<file path="src/hdl/msim_pkg.sv">
package msim_pkg;

  localparam int unsigned FRAC_BITS      = 16;
  localparam int unsigned SCORE_W        = FRAC_BITS + 1;
  localparam int unsigned TOTAL_W        = 8;
  localparam int unsigned BIN_W          = 5;
  localparam int unsigned DEF_SKETCH_LEN = 128;
  localparam int unsigned STEP_W         = $clog2(SCORE_W);

  localparam logic [BIN_W-1:0]   EMPTY_CODE = '1;
  localparam logic [SCORE_W-1:0] SCORE_ONE  = SCORE_W'(1) << FRAC_BITS;

  typedef enum logic [1:0] {
    ST_RUN,
    ST_DIV,
    ST_DONE
  } msim_state_e;

  typedef struct packed {
    logic count;
    logic start;
    logic div_step;
    logic load_out;
  } msim_cmd_t;

  typedef struct packed {
    logic out_free;
  } msim_sts_t;

endpackage

</file>
<file path="src/hdl/minhash_sketch_similarity.sv">
// channel  | handshake              | payload
// in       | in_valid_i/in_ready_o   | bin_a_i, bin_b_i, last_bin_i
// out      | out_valid_o/out_ready_i | score_q16_o, match_total_o, compared_total_o, overrun_o
// cfg      | cfg_we_i                | cfg_wdata_i
//
// one bin pair per cycle while a sketch streams in
// after the last pair, input stalls while the restoring divider forms
// one quotient bit per cycle
// the result sits in an output register; a stalled output holds the block
// in its final state until the waiting result is taken
// reset clears the counters, the mode register and the output valid
module minhash_sketch_similarity #(
  parameter int unsigned SKETCH_LEN = msim_pkg::DEF_SKETCH_LEN
) (
  input  logic                              clk_i,
  input  logic                              rst_ni,
  input  logic                              cfg_we_i,
  input  logic                              cfg_wdata_i,
  input  logic                              in_valid_i,
  output logic                              in_ready_o,
  input  logic signed [msim_pkg::BIN_W-1:0] bin_a_i,
  input  logic signed [msim_pkg::BIN_W-1:0] bin_b_i,
  input  logic                              last_bin_i,
  output logic                              out_valid_o,
  input  logic                              out_ready_i,
  output logic [msim_pkg::SCORE_W-1:0]      score_q16_o,
  output logic [msim_pkg::TOTAL_W-1:0]      match_total_o,
  output logic [msim_pkg::TOTAL_W-1:0]      compared_total_o,
  output logic                              overrun_o
);
  import msim_pkg::*;

  msim_cmd_t cmd;
  msim_sts_t sts;

  msim_ctrl u_ctrl (
    .clk_i      (clk_i),
    .rst_ni     (rst_ni),
    .in_valid_i (in_valid_i),
    .last_bin_i (last_bin_i),
    .sts_i      (sts),
    .cmd_o      (cmd),
    .in_ready_o (in_ready_o)
  );

  msim_dpath #(
    .SKETCH_LEN (SKETCH_LEN)
  ) u_dpath (
    .clk_i            (clk_i),
    .rst_ni           (rst_ni),
    .cmd_i            (cmd),
    .sts_o            (sts),
    .cfg_we_i         (cfg_we_i),
    .cfg_wdata_i      (cfg_wdata_i),
    .bin_a_i          (bin_a_i),
    .bin_b_i          (bin_b_i),
    .out_ready_i      (out_ready_i),
    .out_valid_o      (out_valid_o),
    .score_q16_o      (score_q16_o),
    .match_total_o    (match_total_o),
    .compared_total_o (compared_total_o),
    .overrun_o        (overrun_o)
  );

endmodule

</file>
<file path="src/hdl/msim_ctrl.sv">
module msim_ctrl (
  input  logic               clk_i,
  input  logic               rst_ni,
  input  logic               in_valid_i,
  input  logic               last_bin_i,
  input  msim_pkg::msim_sts_t sts_i,
  output msim_pkg::msim_cmd_t cmd_o,
  output logic               in_ready_o
);
  import msim_pkg::*;

  msim_state_e       state_q, state_d;
  logic [STEP_W-1:0] step_q, step_d;
  logic              last_step;

  assign last_step = (step_q == STEP_W'(SCORE_W - 1));

  always_ff @(posedge clk_i or negedge rst_ni) begin
    if (!rst_ni) begin
      state_q <= ST_RUN;
      step_q  <= '0;
    end else begin
      state_q <= state_d;
      step_q  <= step_d;
    end
  end

  // next state
  always_comb begin
    state_d = state_q;
    step_d  = step_q;
    case (state_q)
      ST_RUN: begin
        step_d = '0;
        if (in_valid_i && last_bin_i) begin
          state_d = ST_DIV;
        end
      end
      ST_DIV: begin
        step_d = step_q + STEP_W'(1);
        if (last_step) begin
          state_d = ST_DONE;
        end
      end
      ST_DONE: begin
        if (sts_i.out_free) begin
          state_d = ST_RUN;
        end
      end
      default: begin
        state_d = ST_RUN;
      end
    endcase
  end

  // outputs
  always_comb begin
    in_ready_o     = 1'b0;
    cmd_o          = '0;
    case (state_q)
      ST_RUN: begin
        in_ready_o  = 1'b1;
        cmd_o.count = in_valid_i;
        cmd_o.start = in_valid_i && last_bin_i;
      end
      ST_DIV: begin
        cmd_o.div_step = 1'b1;
      end
      ST_DONE: begin
        cmd_o.load_out = sts_i.out_free;
      end
      default: begin
        in_ready_o = 1'b0;
      end
    endcase
  end

endmodule

</file>
<file path="src/hdl/msim_dpath.sv">
module msim_dpath #(
  parameter int unsigned SKETCH_LEN = msim_pkg::DEF_SKETCH_LEN
) (
  input  logic                          clk_i,
  input  logic                          rst_ni,
  input  msim_pkg::msim_cmd_t           cmd_i,
  output msim_pkg::msim_sts_t           sts_o,
  input  logic                          cfg_we_i,
  input  logic                          cfg_wdata_i,
  input  logic signed [msim_pkg::BIN_W-1:0] bin_a_i,
  input  logic signed [msim_pkg::BIN_W-1:0] bin_b_i,
  input  logic                          out_ready_i,
  output logic                          out_valid_o,
  output logic [msim_pkg::SCORE_W-1:0]  score_q16_o,
  output logic [msim_pkg::TOTAL_W-1:0]  match_total_o,
  output logic [msim_pkg::TOTAL_W-1:0]  compared_total_o,
  output logic                          overrun_o
);
  import msim_pkg::*;

  localparam int unsigned CNT_W = $clog2(SKETCH_LEN + 1);

  logic             dist_q;
  logic [CNT_W-1:0] match_q, match_d;
  logic [CNT_W-1:0] empty_q, empty_d;
  logic [CNT_W-1:0] bins_q, bins_d;
  logic             ovf_q, ovf_d;

  logic             a_empty, b_empty, in_range, is_match, is_empty;
  logic [CNT_W-1:0] match_nx, empty_nx, bins_nx, den_nx;
  logic             ovf_nx;

  logic [CNT_W:0]   rem_q;
  logic [CNT_W-1:0] den_q;
  logic [SCORE_W-1:0] quot_q;
  logic             ovf_div_q;
  logic             qbit;
  logic [CNT_W:0]   rem_sub;

  logic [SCORE_W-1:0] sim, score;
  logic [CNT_W+TOTAL_W-1:0] den_ext;

  logic [CNT_W-1:0] match_div_q;
  logic [CNT_W+TOTAL_W-1:0] match_tot_ext;

  logic               out_valid_q;
  logic [SCORE_W-1:0] score_q;
  logic [TOTAL_W-1:0] match_out_q, cmp_out_q;
  logic               ovf_out_q;

  assign a_empty  = ($unsigned(bin_a_i) == EMPTY_CODE);
  assign b_empty  = ($unsigned(bin_b_i) == EMPTY_CODE);
  assign in_range = (bins_q < CNT_W'(SKETCH_LEN));
  assign is_match = !a_empty && !b_empty && (bin_a_i == bin_b_i);
  assign is_empty = a_empty && b_empty;

  assign match_nx = match_q + CNT_W'(in_range && is_match);
  assign empty_nx = empty_q + CNT_W'(in_range && is_empty);
  assign bins_nx  = bins_q + CNT_W'(in_range);
  assign ovf_nx   = ovf_q || !in_range;
  assign den_nx   = bins_nx - empty_nx;

  always_comb begin
    match_d = match_q;
    empty_d = empty_q;
    bins_d  = bins_q;
    ovf_d   = ovf_q;
    if (cmd_i.start) begin
      match_d = '0;
      empty_d = '0;
      bins_d  = '0;
      ovf_d   = 1'b0;
    end else if (cmd_i.count) begin
      match_d = match_nx;
      empty_d = empty_nx;
      bins_d  = bins_nx;
      ovf_d   = ovf_nx;
    end
  end

  always_ff @(posedge clk_i or negedge rst_ni) begin
    if (!rst_ni) begin
      dist_q      <= 1'b0;
      match_q     <= '0;
      empty_q     <= '0;
      bins_q      <= '0;
      ovf_q       <= 1'b0;
      out_valid_q <= 1'b0;
    end else begin
      if (cfg_we_i) begin
        dist_q <= cfg_wdata_i;
      end
      match_q <= match_d;
      empty_q <= empty_d;
      bins_q  <= bins_d;
      ovf_q   <= ovf_d;
      if (cmd_i.load_out) begin
        out_valid_q <= 1'b1;
      end else if (out_ready_i) begin
        out_valid_q <= 1'b0;
      end
    end
  end

  // restoring division, one quotient bit per step
  assign qbit    = (rem_q >= {1'b0, den_q});
  assign rem_sub = rem_q - (qbit ? {1'b0, den_q} : '0);

  always_ff @(posedge clk_i) begin
    if (cmd_i.start) begin
      rem_q     <= {1'b0, match_nx};
      den_q     <= den_nx;
      quot_q    <= '0;
      ovf_div_q <= ovf_nx;
    end else if (cmd_i.div_step) begin
      rem_q  <= {rem_sub[CNT_W-1:0], 1'b0};
      quot_q <= {quot_q[SCORE_W-2:0], qbit};
    end
  end

  assign sim   = (den_q == '0) ? '0 : quot_q;
  assign score = dist_q ? (SCORE_ONE - sim) : sim;

  assign den_ext   = {{TOTAL_W{1'b0}}, den_q};

  // after the last step the remainder holds no count, so the match total is kept separately
  always_ff @(posedge clk_i) begin
    if (cmd_i.start) begin
      match_div_q <= match_nx;
    end
  end

  assign match_tot_ext = {{TOTAL_W{1'b0}}, match_div_q};

  always_ff @(posedge clk_i) begin
    if (cmd_i.load_out) begin
      score_q     <= score;
      match_out_q <= match_tot_ext[TOTAL_W-1:0];
      cmp_out_q   <= den_ext[TOTAL_W-1:0];
      ovf_out_q   <= ovf_div_q;
    end
  end

  assign sts_o.out_free  = !out_valid_q || out_ready_i;
  assign out_valid_o      = out_valid_q;
  assign score_q16_o      = score_q;
  assign match_total_o    = match_out_q;
  assign compared_total_o = cmp_out_q;
  assign overrun_o        = ovf_out_q;

endmodule

</file>
<file path="config.mk">
export PLATFORM = sky130hd
export DESIGN_NAME = minhash_sketch_similarity
export DESIGN_NICKNAME = d
export VERILOG_FILES = /design/src/hdl/msim_pkg.sv /design/src/hdl/minhash_sketch_similarity.sv /design/src/hdl/msim_ctrl.sv /design/src/hdl/msim_dpath.sv
export SDC_FILE = /design/constraint.sdc
export NUM_CORES = 1
export LEC_CHECK = 0
export BUFFER_PORTS_ARGS = -buffer_cell sky130_fd_sc_hd__buf_2
export CORE_ASPECT_RATIO = 1.1
export CORE_MARGIN = 1
export CORE_UTILIZATION = 50
export DETAILED_ROUTE_END_ITERATION = 8
export PLACE_DENSITY_LB_ADDON = 0.08
export REMOVE_ABC_BUFFERS = 1
export SYNTH_ARGS = -nofsm -noshare
export SYNTH_HDL_FRONTEND = slang
export SYNTH_SLANG_ARGS = --single-unit
</file>
<file path="constraint.sdc">
create_clock -name clk_i -period 6.7 [get_ports clk_i]
set_input_delay 0 -clock clk_i [delete_from_list [all_inputs] [get_ports clk_i]]
set_output_delay 0 -clock clk_i [all_outputs]
set_load 0.005 [all_outputs]
</file>
==> qor.csv <==
metric;value;unit
outcome;finished clean;
final.fill_count;908;
topRoutingLayerUsed;met4;
route.antenna.remaining_nets;0;
setup.worst_path.class;flip-flop to flip-flop;
grt_total_usage;20.5;%
post_cts_repair_resize_count;0;
wirelength;10600;um
routed-wl-met3;316;um
pin_count;53;
slew-limit-headroom;30.3;%
power_density;381;nW/um2
slowest_cell_on_the_critical_path;o31ai_1;
cp.buffers_inverters;1;
setup_total_negative_slack;0;ns
post-dp-hpwl;7690;um
diodes;0;
met1_length;5220;um
tightestPinTransition;1.04;ns
synth_top_flop_cell;edfxtp_1;
port_buffers;52;
worstPathCellList;inv_1, ha_1, nand3_1, o31ai_1, and2_1, ha_1, fa_1, nor2b_1, o21ai_0, nand2b_1, a21oi_1, nor3b_1, o31ai_1;
antenna_found_initial;0;
clock_tree_from_tritoncts;built;
path_clk_slew;0.07;ns
cellLeakagePower;0.00269;uW
worst_skew;0.0111;ns
cp_data_required_time;6.79;ns
cts_sinks;111;
post_cts_buffers;0;
yosysTopAreaCell;edfxtp_1;
yosys-top-cells-count;nand2_1 (62), edfxtp_1 (59), nor2_1 (35), dfrtp_1 (34), ha_1 (31);
detailroute.wirelength.met2;5010;um
detail_route.iter0.violations;139;
startpoint_type;flip-flop;
yosys_warnings;0;
yosys_register_bits;111;
cts_hold_buffers;4;
timing.rr.start;u_dpath.den_q[7];
worstRegToRegCells;13;
layout.nets;610;
overflow;0;
hp_class;input pin to flip-flop;
drive_gt1_share;14.2;%
yosys.cell_count.top_type;nand2_1;
detailedRoute.firstPassIterationCount;4;
final_max_slew_viol_count;0;
dr_wl_cell;15.0;um
cts-buffers-inserted;9;
synth_cell_type_count;47;
remaining_drc_errors;0;
h_tree_levels;3;
yosysSeqAreaShare;54.2;%
regToRegSetupSlack;3.17;ns
routed-via-count;3816;
core-area;10500;um2
max_cap_violations;0;
largest_incremental_delay_on_the_critical_path;0.89;ns
layout-area-overhead-vs-synth;12.9;%
finalCritPeriodShare;52.7;%
gp_congestion;0.808;
floorplan.die_area;11400;um2
synth_edf_count;59;
worstHoldStart;last_bin_i;
critPathTopFamily;compound AO/OA/AOI/OAI gates;
rsz0062_at_grt;no;
syn-instance-count;505;
irDropWorstVdd;0.154;mV
chipWidth;102;um
netlist_top_cells_area;edfxtp_1 (32%), dfrtp_1 (15%), ha_1 (7.0%);
timing.critical_path.arrival;3.62;ns
r2r-end;u_dpath.rem_q[7];
fmax;283;MHz
global_route_wire_length_before_repair;18200;um
setup_viol;0;
final-hold-violation-count;0;
syn_avg_cell_area;10.9;um2
drt-vias-per-instance;5.39;
die_height;112;um
grt_start_max_net_pins;35;
cts.path.max_buffers;2;
holdPathStages;2;
ctsRootBufferMaster;clkbuf_16;
hold_path_end;u_dpath.bins_q[1];
rows;39;
seqCellArea;2980;um2
clk-insertion-delay-late;0.34;ns
timing.critical_path.fanout_max;9;
multiInputGateArea;2370;um2
post-synth-top-area-fraction;32.2;%
critical_path.endpoint_type;flip-flop;
mappedNetlistArea;5500;um2
grt_pass1_vias;3739;
fin_crit;3.53;ns
finalCoreUtilization;59.0;%
initial_core_utilization;52.2;%
synth_async_sr_flop_share;30.6;%
where the power goes:
group	internal [uW]	total (uW)	leakage [uW]	switching, uW
clock network	250	483	0.000124	233
logic	390	859	0.00140	469
registers	891	1020	0.00116	133
worst register-to-register path: stages (launching register included):
cell and delay (ns):
edfxtp_1 0.41, inv_1 0.07, ha_1 0.31, nand3_1 0.11, o31ai_1 0.89, and2_1 0.25
ha_1 0.19, fa_1 0.23, nor2b_1 0.06, o21ai_0 0.14, nand2b_1 0.11, a21oi_1 0.18
nor3b_1 0.23, o31ai_1 0.10
layout make-up:
type                    count  share of cell area [%]
clock buffers              10                    3.68
well taps                 143                    2.88
inverters                  26                    1.57
multi-input cells         354                    38.2
clock inverters             6                   0.604
repair buffers             58                    5.07
flip-flops and latches    111                    48.0
how the worst max path moves through the flow:
stage                           startpoint               end  slack, ns  cells past startpoint
after floorplan           u_dpath.den_q[0]  u_dpath.rem_q[7]       3.73                     13
after global placement    u_dpath.den_q[0]  u_dpath.rem_q[7]       3.40                     13
after detailed placement  u_dpath.den_q[0]  u_dpath.rem_q[7]       3.18                     13
after CTS                 u_dpath.den_q[0]  u_dpath.rem_q[7]       3.16                     13
after global routing      u_dpath.den_q[2]  u_dpath.rem_q[7]       2.93                     14
final                     u_dpath.den_q[7]  u_dpath.rem_q[7]       3.17                     13
cell families (layout without fill, tap and decap cells):
logic type | count (synthesis) | count (layout) | share of synthesized area [%]
buffers and inverters | 40 | 100 | 2.73
AND/OR/NAND/NOR | 170 | 170 | 14.8
multiplexers | 2 | 2 | 0.409
adder cells (fa/ha/maj) | 33 | 33 | 7.77
XOR/XNOR | 43 | 43 | 6.84
AO/OA/AOI/OAI | 106 | 106 | 13.3
flip-flops | 111 | 111 | 54.2
flip-flops by register name, summed over array words and instances (netlist names), 2 cells and up:
name	flops
u_dpath.bins_q	8
u_dpath.match_q	8
u_dpath.rem_q	9
u_ctrl.step_q	5
u_dpath.score_q16_o	17
u_dpath.compared_total_o	8
u_dpath.den_q	8
u_dpath.empty_q	8
u_dpath.match_div_q	8
u_dpath.quot_q	17
u_dpath.match_total_o	8
u_ctrl.state_q	2
stage by stage:
step	power, uW	setup WS (ns)	cell area, um2	instances	hold slack [ns]
detailed placement	1890	3.18	5910	688	0.120
floorplan	1660	3.73	5450	491	-0.296
finish	2370	3.17	6210	708	0.0589
global route	2540	2.93	6210	708	0.0699
global placement	1870	3.40	5910	688	0.128
CTS	2380	3.16	6210	708	0.0470
metal layers:
| metal | up-vias | GRT usage [%] |
|---|---|---|
| li1 | 1919 | - |
| met1 | 1822 | 29.6 |
| met2 | 69 | 31.7 |
| met3 | 6 | 3.74 |
| met4 | 0 | 5.81 |
| met5 | - | 0 |
cells in the final DEF, fill, tap and decap left out, drive strengths merged, types with 18 or more instances in the layout:
| master | count |
|---|---|
| a22o | 26 |
| buf | 54 |
| dfrtp | 34 |
| dfxtp | 18 |
| edfxtp | 59 |
| ha | 31 |
| inv | 25 |
| nand2 | 63 |
| nand3 | 22 |
| nor2 | 35 |
| o21ai | 29 |
| xnor2 | 18 |
| xor2 | 25 |
Note: power is estimated with default switching activity, not from simulation.
